## src/hw/rtl/mcedr_pkg.sv

```systemverilog
// ----------------------------------------------------------------------------
// mcedr_pkg
// Shared constants, register codes and inter-module types of the multichannel
// moving-average deadband reporter.
// ----------------------------------------------------------------------------
package mcedr_pkg;

  localparam int unsigned MaxChannels   = 16;
  localparam int unsigned SampleBits    = 10;
  localparam int unsigned AlphaFracBits = 16;

  localparam int unsigned ChIdxW    = $clog2(MaxChannels);
  localparam int unsigned ChanW     = 4;
  localparam int unsigned LayerW    = 5;
  localparam int unsigned ActiveW   = 5;
  localparam int unsigned AlphaW    = 17;
  localparam int unsigned ThreshW   = 10;
  localparam int unsigned IdW       = 9;
  localparam int unsigned ValueW    = 10;
  localparam int unsigned SmoothW   = SampleBits + AlphaFracBits;
  localparam int unsigned CfgIdxW   = 2;
  localparam int unsigned CfgDataW  = 17;

  localparam logic [AlphaW-1:0] AlphaOne   = AlphaW'(1) << AlphaFracBits;
  localparam logic [AlphaW-1:0] AlphaReset = AlphaW'(32768);
  localparam logic [ThreshW-1:0] ThreshReset = ThreshW'(4);

  typedef enum logic [CfgIdxW-1:0] {
    CFG_ENABLE    = 2'd0,
    CFG_ACTIVE    = 2'd1,
    CFG_ALPHA     = 2'd2,
    CFG_THRESHOLD = 2'd3
  } cfg_idx_e;

  typedef struct packed {
    logic                   wr;
    logic [ChIdxW-1:0]      ch;
    logic [SmoothW-1:0]     smoothed;
    logic                   wr_reported;
    logic [SampleBits-1:0]  reported;
  } st_wr_t;

  typedef struct packed {
    logic                   primed;
    logic [SmoothW-1:0]     smoothed;
    logic [SampleBits-1:0]  reported;
  } st_rd_t;

endpackage

```

## src/hw/rtl/mcedr_chan_state.sv

```systemverilog
// ----------------------------------------------------------------------------
// mcedr_chan_state
// Per-channel smoothed value, last report and primed flag, one read and one
// write port addressed by channel.
// ----------------------------------------------------------------------------
module mcedr_chan_state (
  input  logic                                clk_i,
  input  logic                                rst_ni,
  input  logic [mcedr_pkg::ChIdxW-1:0]        rd_ch_i,
  output mcedr_pkg::st_rd_t                   rd_o,
  input  mcedr_pkg::st_wr_t                   wr_i
);

  logic [mcedr_pkg::SmoothW-1:0]    smoothed_q [mcedr_pkg::MaxChannels];
  logic [mcedr_pkg::SampleBits-1:0] reported_q [mcedr_pkg::MaxChannels];
  logic [mcedr_pkg::MaxChannels-1:0] primed_q;

  always_ff @(posedge clk_i) begin
    if (wr_i.wr) begin
      smoothed_q[wr_i.ch] <= wr_i.smoothed;
      if (wr_i.wr_reported) begin
        reported_q[wr_i.ch] <= wr_i.reported;
      end
    end
  end

  always_ff @(posedge clk_i or negedge rst_ni) begin
    if (!rst_ni) begin
      primed_q <= '0;
    end else if (wr_i.wr) begin
      primed_q[wr_i.ch] <= 1'b1;
    end
  end

  assign rd_o.primed   = primed_q[rd_ch_i];
  assign rd_o.smoothed = smoothed_q[rd_ch_i];
  assign rd_o.reported = reported_q[rd_ch_i];

endmodule

```

## src/hw/rtl/mcedr_ema_calc.sv

```systemverilog
// ----------------------------------------------------------------------------
// mcedr_ema_calc
// Moving-average update, half-up rounding, deadband compare and report id
// for the item held in the input register.
// ----------------------------------------------------------------------------
module mcedr_ema_calc (
  input  logic                                go_i,
  input  logic                                enable_i,
  input  logic [mcedr_pkg::ActiveW-1:0]       active_i,
  input  logic [mcedr_pkg::AlphaW-1:0]        alpha_i,
  input  logic [mcedr_pkg::ThreshW-1:0]       thresh_i,
  input  logic [mcedr_pkg::ChanW-1:0]         channel_i,
  input  logic [mcedr_pkg::ValueW-1:0]        sample_i,
  input  logic [mcedr_pkg::LayerW-1:0]        layer_i,
  input  mcedr_pkg::st_rd_t                   st_i,
  output mcedr_pkg::st_wr_t                   wr_o,
  output logic                                report_o,
  output logic [mcedr_pkg::IdW-1:0]           id_o,
  output logic [mcedr_pkg::ValueW-1:0]        value_o
);

  localparam int unsigned DiffW = mcedr_pkg::SmoothW + 1;
  localparam int unsigned ProdW = DiffW + mcedr_pkg::AlphaW + 1;

  logic                                   active_ch;
  logic [mcedr_pkg::SampleBits-1:0]       smp;
  logic [mcedr_pkg::AlphaW-1:0]           a;
  logic [mcedr_pkg::SmoothW-1:0]          x;
  logic signed [DiffW-1:0]                diff;
  logic signed [ProdW-1:0]                prod;
  logic signed [ProdW-1:0]                step;
  logic [mcedr_pkg::SmoothW-1:0]          s_new;
  logic [mcedr_pkg::SmoothW-1:0]          s_rnd;
  logic [mcedr_pkg::SampleBits-1:0]       rounded;
  logic [mcedr_pkg::SampleBits-1:0]       delta;
  logic                                   over;
  logic [mcedr_pkg::IdW-1:0]              layer_m1;
  logic [mcedr_pkg::IdW-1:0]              stride;

  assign smp       = sample_i[mcedr_pkg::SampleBits-1:0];
  assign active_ch = ({1'b0, channel_i} < active_i) &&
                     ({1'b0, channel_i} < mcedr_pkg::ActiveW'(mcedr_pkg::MaxChannels));

  assign a    = (alpha_i > mcedr_pkg::AlphaOne) ? mcedr_pkg::AlphaOne : alpha_i;
  assign x    = {smp, {mcedr_pkg::AlphaFracBits{1'b0}}};
  assign diff = $signed({1'b0, x}) - $signed({1'b0, st_i.smoothed});
  assign prod = $signed({1'b0, a}) * diff;
  assign step = prod >>> mcedr_pkg::AlphaFracBits;

  assign s_new   = st_i.smoothed + step[mcedr_pkg::SmoothW-1:0];
  assign s_rnd   = s_new + (mcedr_pkg::SmoothW'(1) << (mcedr_pkg::AlphaFracBits - 1));
  assign rounded = s_rnd[mcedr_pkg::SmoothW-1:mcedr_pkg::AlphaFracBits];

  assign delta = (rounded >= st_i.reported) ? rounded - st_i.reported
                                            : st_i.reported - rounded;
  assign over  = mcedr_pkg::ThreshW'(delta) >= thresh_i;

  // id arithmetic wraps at the id width, layer zero included
  assign layer_m1 = mcedr_pkg::IdW'(layer_i) - mcedr_pkg::IdW'(1);
  assign stride   = layer_m1 * mcedr_pkg::IdW'(active_i);

  always_comb begin
    wr_o.wr          = go_i && enable_i && active_ch;
    wr_o.ch          = channel_i[mcedr_pkg::ChIdxW-1:0];
    wr_o.smoothed    = st_i.primed ? s_new : x;
    wr_o.wr_reported = !st_i.primed || over;
    wr_o.reported    = st_i.primed ? rounded : smp;
  end

  assign report_o = go_i && enable_i && active_ch && st_i.primed && over;
  assign id_o     = mcedr_pkg::IdW'(channel_i) + mcedr_pkg::IdW'(1) + stride;
  assign value_o  = mcedr_pkg::ValueW'(rounded);

endmodule

```

## src/hw/rtl/multichannel_ema_deadband_reporter_unit.sv

```systemverilog
// ----------------------------------------------------------------------------
// multichannel_ema_deadband_reporter_unit
// Per-channel exponential moving average of converter samples with a
// deadband on the rounded value; reports changes with a layered channel id.
// ----------------------------------------------------------------------------
// Usage:
//   Input requests (channel, sample, layer) enter on in_valid_i/in_stall_o.
//   Reports (report_id, report_value) leave on out_valid_o/out_stall_i.
//   Configuration (enable, active count, alpha, threshold) is written through
//   cfg_we_i/cfg_idx_i/cfg_data_i while no request is in flight.
//   A request is captured in an input register; when the output register is
//   free it advances, the update, rounding and deadband compare run and any
//   report lands in the output register. One request per cycle is accepted
//   while the receiver does not stall; the combinational multiply-add into the
//   per-channel state sets that rate, and back-to-back requests on the same
//   channel see the state written by the previous one.
//   While the receiver stalls a held report, the input register fills and
//   then in_stall_o rises until the report is taken.
//   Reset clears the primed flags and resets the configuration; the first
//   request on a channel afterwards only primes it and gives no report.
// ----------------------------------------------------------------------------
module multichannel_ema_deadband_reporter_unit (
  input  logic                                clk_i,
  input  logic                                rst_ni,
  input  logic                                cfg_we_i,
  input  logic [mcedr_pkg::CfgIdxW-1:0]       cfg_idx_i,
  input  logic [mcedr_pkg::CfgDataW-1:0]      cfg_data_i,
  input  logic                                in_valid_i,
  output logic                                in_stall_o,
  input  logic [mcedr_pkg::ChanW-1:0]         channel_i,
  input  logic [mcedr_pkg::ValueW-1:0]        sample_i,
  input  logic [mcedr_pkg::LayerW-1:0]        layer_i,
  output logic                                out_valid_o,
  input  logic                                out_stall_i,
  output logic [mcedr_pkg::IdW-1:0]           report_id_o,
  output logic [mcedr_pkg::ValueW-1:0]        report_value_o
);

  logic                               enable_q;
  logic [mcedr_pkg::ActiveW-1:0]      active_q;
  logic [mcedr_pkg::AlphaW-1:0]       alpha_q;
  logic [mcedr_pkg::ThreshW-1:0]      thresh_q;

  logic                               in_vld_q;
  logic [mcedr_pkg::ChanW-1:0]        in_ch_q;
  logic [mcedr_pkg::ValueW-1:0]       in_smp_q;
  logic [mcedr_pkg::LayerW-1:0]       in_layer_q;

  logic                               out_vld_q;
  logic [mcedr_pkg::IdW-1:0]          out_id_q;
  logic [mcedr_pkg::ValueW-1:0]       out_val_q;

  logic                               out_free;
  logic                               adv;
  logic                               in_take;
  logic                               report;
  logic [mcedr_pkg::IdW-1:0]          rep_id;
  logic [mcedr_pkg::ValueW-1:0]       rep_val;
  mcedr_pkg::st_rd_t                  st_rd;
  mcedr_pkg::st_wr_t                  st_wr;

  // config registers
  always_ff @(posedge clk_i or negedge rst_ni) begin
    if (!rst_ni) begin
      enable_q <= 1'b0;
      active_q <= '0;
      alpha_q  <= mcedr_pkg::AlphaReset;
      thresh_q <= mcedr_pkg::ThreshReset;
    end else if (cfg_we_i) begin
      unique case (mcedr_pkg::cfg_idx_e'(cfg_idx_i))
        mcedr_pkg::CFG_ENABLE:    enable_q <= cfg_data_i[0];
        mcedr_pkg::CFG_ACTIVE:    active_q <= cfg_data_i[mcedr_pkg::ActiveW-1:0];
        mcedr_pkg::CFG_ALPHA:     alpha_q  <= cfg_data_i[mcedr_pkg::AlphaW-1:0];
        mcedr_pkg::CFG_THRESHOLD: thresh_q <= cfg_data_i[mcedr_pkg::ThreshW-1:0];
        default: ;
      endcase
    end
  end

  assign out_free   = !out_vld_q || !out_stall_i;
  assign adv        = in_vld_q && out_free;
  assign in_stall_o = in_vld_q && !out_free;
  assign in_take    = in_valid_i && !in_stall_o;

  // input register
  always_ff @(posedge clk_i or negedge rst_ni) begin
    if (!rst_ni) begin
      in_vld_q <= 1'b0;
    end else if (in_take) begin
      in_vld_q <= 1'b1;
    end else if (adv) begin
      in_vld_q <= 1'b0;
    end
  end

  always_ff @(posedge clk_i) begin
    if (in_take) begin
      in_ch_q    <= channel_i;
      in_smp_q   <= sample_i;
      in_layer_q <= layer_i;
    end
  end

  mcedr_chan_state u_state (
    .clk_i   (clk_i),
    .rst_ni  (rst_ni),
    .rd_ch_i (in_ch_q[mcedr_pkg::ChIdxW-1:0]),
    .rd_o    (st_rd),
    .wr_i    (st_wr)
  );

  mcedr_ema_calc u_calc (
    .go_i      (adv),
    .enable_i  (enable_q),
    .active_i  (active_q),
    .alpha_i   (alpha_q),
    .thresh_i  (thresh_q),
    .channel_i (in_ch_q),
    .sample_i  (in_smp_q),
    .layer_i   (in_layer_q),
    .st_i      (st_rd),
    .wr_o      (st_wr),
    .report_o  (report),
    .id_o      (rep_id),
    .value_o   (rep_val)
  );

  // result register
  always_ff @(posedge clk_i or negedge rst_ni) begin
    if (!rst_ni) begin
      out_vld_q <= 1'b0;
    end else if (out_free) begin
      out_vld_q <= report;
    end
  end

  always_ff @(posedge clk_i) begin
    if (report) begin
      out_id_q  <= rep_id;
      out_val_q <= rep_val;
    end
  end

  assign out_valid_o    = out_vld_q;
  assign report_id_o    = out_id_q;
  assign report_value_o = out_val_q;

  a_stall_needs_held_report: assert property (
    @(posedge clk_i) disable iff (!rst_ni)
    in_stall_o |-> (out_valid_o && in_vld_q)
  ) else $error("input stalled without a held report");

  a_report_from_input_reg: assert property (
    @(posedge clk_i) disable iff (!rst_ni)
    $rose(out_valid_o) |-> $past(adv)
  ) else $error("report appeared without an item leaving the input register");

  a_state_write_on_advance: assert property (
    @(posedge clk_i) disable iff (!rst_ni)
    st_wr.wr |-> (adv && enable_q)
  ) else $error("channel state written without an advancing item");

  a_report_needs_primed: assert property (
    @(posedge clk_i) disable iff (!rst_ni)
    report |-> (st_rd.primed && st_wr.wr && st_wr.wr_reported)
  ) else $error("report from an unprimed channel or without a state update");

endmodule

```

## config.mk

```make
export PLATFORM = sky130hd
export DESIGN_NAME = multichannel_ema_deadband_reporter_unit
export DESIGN_NICKNAME = d
export VERILOG_FILES = /design/src/hw/rtl/mcedr_pkg.sv /design/src/hw/rtl/mcedr_chan_state.sv /design/src/hw/rtl/mcedr_ema_calc.sv /design/src/hw/rtl/multichannel_ema_deadband_reporter_unit.sv
export SDC_FILE = /design/constraint.sdc
export NUM_CORES = 2
export LEC_CHECK = 0
export ABC_CLOCK_PERIOD_IN_PS = 16990
export BUFFER_PORTS_ARGS = -buffer_cell sky130_fd_sc_hd__clkbuf_2
export CAP_MARGIN = 20
export CORE_UTILIZATION = 35
export CTS_BUF_LIST = sky130_fd_sc_hd__clkbuf_8 sky130_fd_sc_hd__clkbuf_16
export CTS_CLUSTER_SIZE = 12
export DETAILED_ROUTE_END_ITERATION = 8
export GPL_ROUTABILITY_DRIVEN = 0
export PLACE_DENSITY_LB_ADDON = 0.12
export REMOVE_ABC_BUFFERS = 1
export SLEW_MARGIN = 20
export SYNTH_ARGS = -nofsm -noshare
export SYNTH_HDL_FRONTEND = slang
export SYNTH_HIERARCHICAL = 1
export SYNTH_SLANG_ARGS = --single-unit
```

## constraint.sdc

```tcl
create_clock -name clk_i -period 16.99 [get_ports clk_i]
set_input_delay 3.398 -clock clk_i [delete_from_list [all_inputs] [get_ports clk_i]]
set_output_delay 3.398 -clock clk_i [all_outputs]
set_load 0.02 [all_outputs]
```

-- Word level (Yosys, flattened, before mapping)
Memory sizes are Yosys's and may differ from the RTL's. A register that Yosys moved wholly into a read port is not among the register bits.
Index checks and enable logic that the tools add are counted.
- output and inout bits: 21
- memories kept: 2
- memory bits (writable): 576
- bits of input ports: 43
- register bits after elaboration: 89
- logic and storage cells: 72
- memories (memory ; words ; bits a word ; rd ports ; clocked after Yosys merged registers in ; write ports ; line ; text):
    u_state.smoothed_q ; 16 ; 26 ; 1 ; 1 ; 1 ; mcedr_chan_state.sv:14 ; logic [mcedr_pkg::SmoothW-1:0] smoothed_q [mcedr_pkg::MaxChannels];
    u_state.reported_q ; 16 ; 10 ; 1 ; 1 ; 1 ; mcedr_chan_state.sv:15 ; logic [mcedr_pkg::SampleBits-1:0] reported_q [mcedr_pkg::MaxChannels];
- reduce and logical (&&, ||, !) cells: 21
- eq/ne operators: 3
- multiplexer cells: 17
- $lt $le $gt $ge: 6
- bitwise operators: 1
- multiply operators: 2
- add/sub/neg operators: 8
- operators with widths (operator ; number):
    multiplier 18 x 27 -> 42 bit ; 1
    subtractor 26 x 26 -> 27 bit ; 1
    adder 26 x 16 -> 26 bit (second input constant) ; 1
    adder 26 bit ; 1
    2-to-1 mux 26 bit ; 1
    greater-or-equal comparator 10 bit ; 2
    2-to-1 mux 10 bit ; 2
    subtractor 10 bit ; 2
    greater-than comparator 17 bit (second input constant) ; 1
    2-to-1 mux 17 bit ; 1
    OR 16 bit ; 1
    adder 5 x 9 -> 9 bit ; 1
    multiplier 9 x 5 -> 9 bit ; 1
    2-to-1 mux 1 bit ; 9
    logical AND 1 bit ; 8
    2-to-1 mux 4 bit ; 2
    AND reduction 2 bit ; 4
    subtractor 5 x 1 -> 6 bit (second input constant) ; 1
    adder 4 x 1 -> 5 bit (second input constant) ; 1
    logical NOT 1 bit ; 5
    < comparator 4 x 5 -> 1 bit ; 1
    < comparator 4 x 5 -> 1 bit (second input constant) ; 1
    binary-select mux 1 bit (select 4 bit) ; 1
    demux 1 bit (select 4 bit) ; 1
    other kinds (6) ; 8

-- Logic depth before layout (Yosys ltp)
- depth after elaboration: 12
- gate-level depth with buffers: 67

-- Modules after synthesis
The synthesis kept the hierarchy.
- modules (own cells, without submodules) (module ; area each (um^2) ; times used ; cells each):
    mcedr_chan_state ; 22325.2 ; 1 ; 959
    mcedr_ema_calc ; 20138.1 ; 1 ; 2469
    multichannel_ema_deadband_reporter_unit ; 2521.2 ; 1 ; 117

-- Least setup slack after synthesis
OpenSTA, ideal clock, no wires.
- kind: reg2reg
- start: reg in_ch_q[0] (netlist name)
- end: mem u_state/reported_q[12][0] (netlist name), enable pin
- clock period less this slack: 15.588 ns
- arrival: 15.300 ns
- path slack: 1.402 ns
- stages on the path, launching flop included: 63
- setup time: 0.288 ns
- cells stage by stage: edfxtp_1 > clkbuf_1 > buf_2 > mux4_2 > a22oi_1 > nand2_1 > clkbuf_1 > inv_2 > ha_1 > or4b_1 > nor2_1 > xor2_1 > nor2_1 > fa_1 > inv_1 > fa_1 > fa_1 > inv_1 > [... 27 more ...] > a21boi_0 > o21ai_0 > a21oi_1 > o32ai_1 > clkbuf_1 > mux2i_1 > xor2_1 > ha_1 > a21o_1 > a21o_1 > a21o_1 > a21o_1 > a21o_1 > a21o_1 > a21o_1 > a211o_1 > clkbuf_1 > and2_1
- RTL lines (item ; line ; text):
    start, declared ; multichannel_ema_deadband_reporter_unit.sv:45 ; logic [mcedr_pkg::ChanW-1:0] in_ch_q;
    start signal, assigned ; multichannel_ema_deadband_reporter_unit.sv:98 ; in_ch_q <= channel_i;
    end, declared ; mcedr_chan_state.sv:15 ;

==> metrics <==
Die X-Extent=360.5 microns; Async SR Flop Fraction=7.669%; register area=19720 sq um; Setup crit start=in_ch_q[0]; Post-Synth Adder-Cell Area=about 25%; post-synthesis mux area share=8.848%; Final ANT Viol Nets=0; Setup TNS Final=0 ns; Synth area leader=edfxtp_1; worst slew pin tran=1.075 ns; row cnt=131; vias in the first global route=28.93k; Final Max Slew Viols=0; critical path launch point type=flop; simple-gate area share of the yosys netlist=8.542%; critical path's largest stage delay=0.59 ns; Core Util, Final=39.81%; Max Cap Viol=0; # hold bufs at CTS=0; Total GRT Usage=20.56%; Syn-to-layout area delta=12.84%; top cells by area, synth=edfxtp_1 41%, fa_1 20%, mux4_2 7.4%, ha_1 5.4%, inv_1 5.0%; period utilization=95.89%; Synth cell types=roughly 80; combinational family with the most area after synthesis=adder cells; port buffer count=between 60 and 70; Vert. Die Dim=360.5 microns; htree depth=3; commonest non-fill, non-tap cells in the layout=627 x inv_1, 614 x edfxtp_1, 443 x fa_1, 320 x nand2_1, 291 x nor2_1; fin crit period=16.29 ns; run status=completed; DR WL/cell=around 24 microns; Setup Skew=0.03158 ns; Skew-Pair Late Insertion Delay=around 0.64 ns; Setup Viol. Count Final=0; core area=127500 sq um; total CTS buffers=73; Final Cell Area=50760 sq um; Data arrival, critical path=16.62 ns; Post-Synth XOR/XNOR Area=2.564%; Nets=4400; origin of the worst min-delay path=u_state/primed_q[11]; Placed Cells incl. Taps=roughly 5.3k; final hold violation count=0; Synth Instances=between 3k and 4k; yosys warns=6; Vias/cell=5.078; first-pass GRT wire length=195.5 mm; CTS clk-pin slew, worst paths=0.06 ns; largest net degree at the start of global routing=between 50 and 60; Post-synth EDFFs=614; Clock Sinks=roughly 670; Crit Path Class=reg -> reg; CP max-delay cell=fa_1; Worst R2R Setup Slack=0.70 ns; max_slew headroom=28.30%; worst hold path class=reg -> reg; Initial DRC Count=2177; compound-gate portion of the synthesized area=4.806%; DRT Pass-1 Iters=8; layout cell share with drive strength beyond 1=roughly 16%; Main synth FF type=edfxtp_1; Seq/Total Area, Yosys=a little over two fifths; DRC=0; post-synthesis cell area=44980 sq um; Area after DPL=approximately 48000 sq um; Detail Placement HPWL=95.68 mm; Layout Cells excl Fill=between 5k and 6k; Synth top area share=40.99%; I/O pin count=64; Critical Path End Type=flop; top achievable clock speed=just over 60 MHz; most common cell after layout, fill and taps aside=inv_1; Die Footprint=130000 sq um; multi-input logic area=22780 sq um; total routed wirelength=around 130 mm; Worst Path Required=17.32 ns; CP max FO=40; TritonCTS clock tree=built; fillers=12.17k; clk buf depth=3; Avg Inst Size Synth=12.69 sq um; flop and latch count out of synthesis=665; r2r startpoint=in_ch_q[0]; initial antenna violation count=5; GRT overflow=0; root buffer cell=clkbuf_16; vias=~28k; Initial Util=35.28%
==> final cells by class <==
class / instances / share of cell area, %
Multi-Input combinational cell: 2151 / 44.88
Sequential cell: 665 / 38.84
Inverter: 603 / 4.459
Tap cell: 1662 / 4.097
Clock buffer: 75 / 3.697
Timing Repair Buffer: 227 / 3.300
Clock inverter: 51 / 0.7173
Antenna cell: 1 / 0.004930
==> critical path, delay by kind of cell, from the launching register on <==
family / cells / cell delay [ns]
buf+inv: 10 / 1.54
xor+xnor: 4 / 0.97
flops: 1 / 0.32
fa+ha+maj: 11 / 4.78
mux: 2 / 0.91
simple gates: 12 / 2.66
compound gates: 20 / 4.80
==> path summary, 6_finish.rpt <==
kind                                            endpoint  depth (start not counted)
min in group asynchronous            u_state/primed_q[9]                          2
max in group asynchronous                    thresh_q[0]                          2
worst max register to register  u_state/reported_q[0][7]                         59
worst min-delay path                u_state/primed_q[11]                          1
worst min register to register      u_state/primed_q[11]                          1
worst max-delay path            u_state/reported_q[0][7]                         59
==> synthesized netlist by cell type (all sizes together) (49+ instances only) <==
cell type,count
mux4,148
xnor2,85
a22oi,76
nor2,310
nand2,322
dfrtp,49
inv,603
clkbuf,89
fa,443
edfxtp,614
a21oi,67
ha,193
==> kinds of logic (layout without fill, tap and decap cells) <==
kind of cell    count (synthesis)  after routing
simple gates                  869            870
buf+inv                       730            956
flops                         665            665
fa+ha+maj                     636            636
compound gates                312            312
mux                           203            203
xor+xnor                      130            130
other cells                     0              1
==> stage by stage <==
| step | setup WS [ns] | hold WS (ns) |
|---|---|---|
| 4_1_cts | 0.01982 | 0.4672 |
| 3_3_place_gp | 0.1731 | 0.4468 |
| 6_report | 0.6975 | 0.4639 |
| 3_5_place_dp | 0.05457 | 0.4515 |
| 5_1_grt | -0.05780 | 0.4788 |
| 2_1_floorplan | -4.242 | 0.4337 |
==> what timing repair did <==
item / 4_1_cts / 5_1_grt
pin swaps: 0 / 1
buffers inserted: 5 / 11
resized for setup: 0 / 35
setup endpoints to repair: 28 / 180
gates cloned: 0 / 2
==> routing by layer <==
layer	up-vias	track usage, %	wire length (microns)
met4	8	5.474	3301
met1	14360	29.09	59550
li1	12330	-	-
met5	-	0	61
met2	755	32.90	61880
met3	146	3.095	7407
==> state kept, by name (all words and copies together) (netlist names) <==
name / flops
active_q: 5
alpha_q: 17
in_layer_q: 5
in_smp_q: 10
report_id_o: 9
in_vld_q: 1
in_ch_q: 4
enable_q: 1
report_value_o: 10
out_valid_o: 1
u_state/smoothed_q: 416
u_state/reported_q: 160
thresh_q: 10
u_state/primed_q: 16
Power is not shown: default switching activity piles up to over one toggle a cycle in this logic, so the estimate is an artifact.
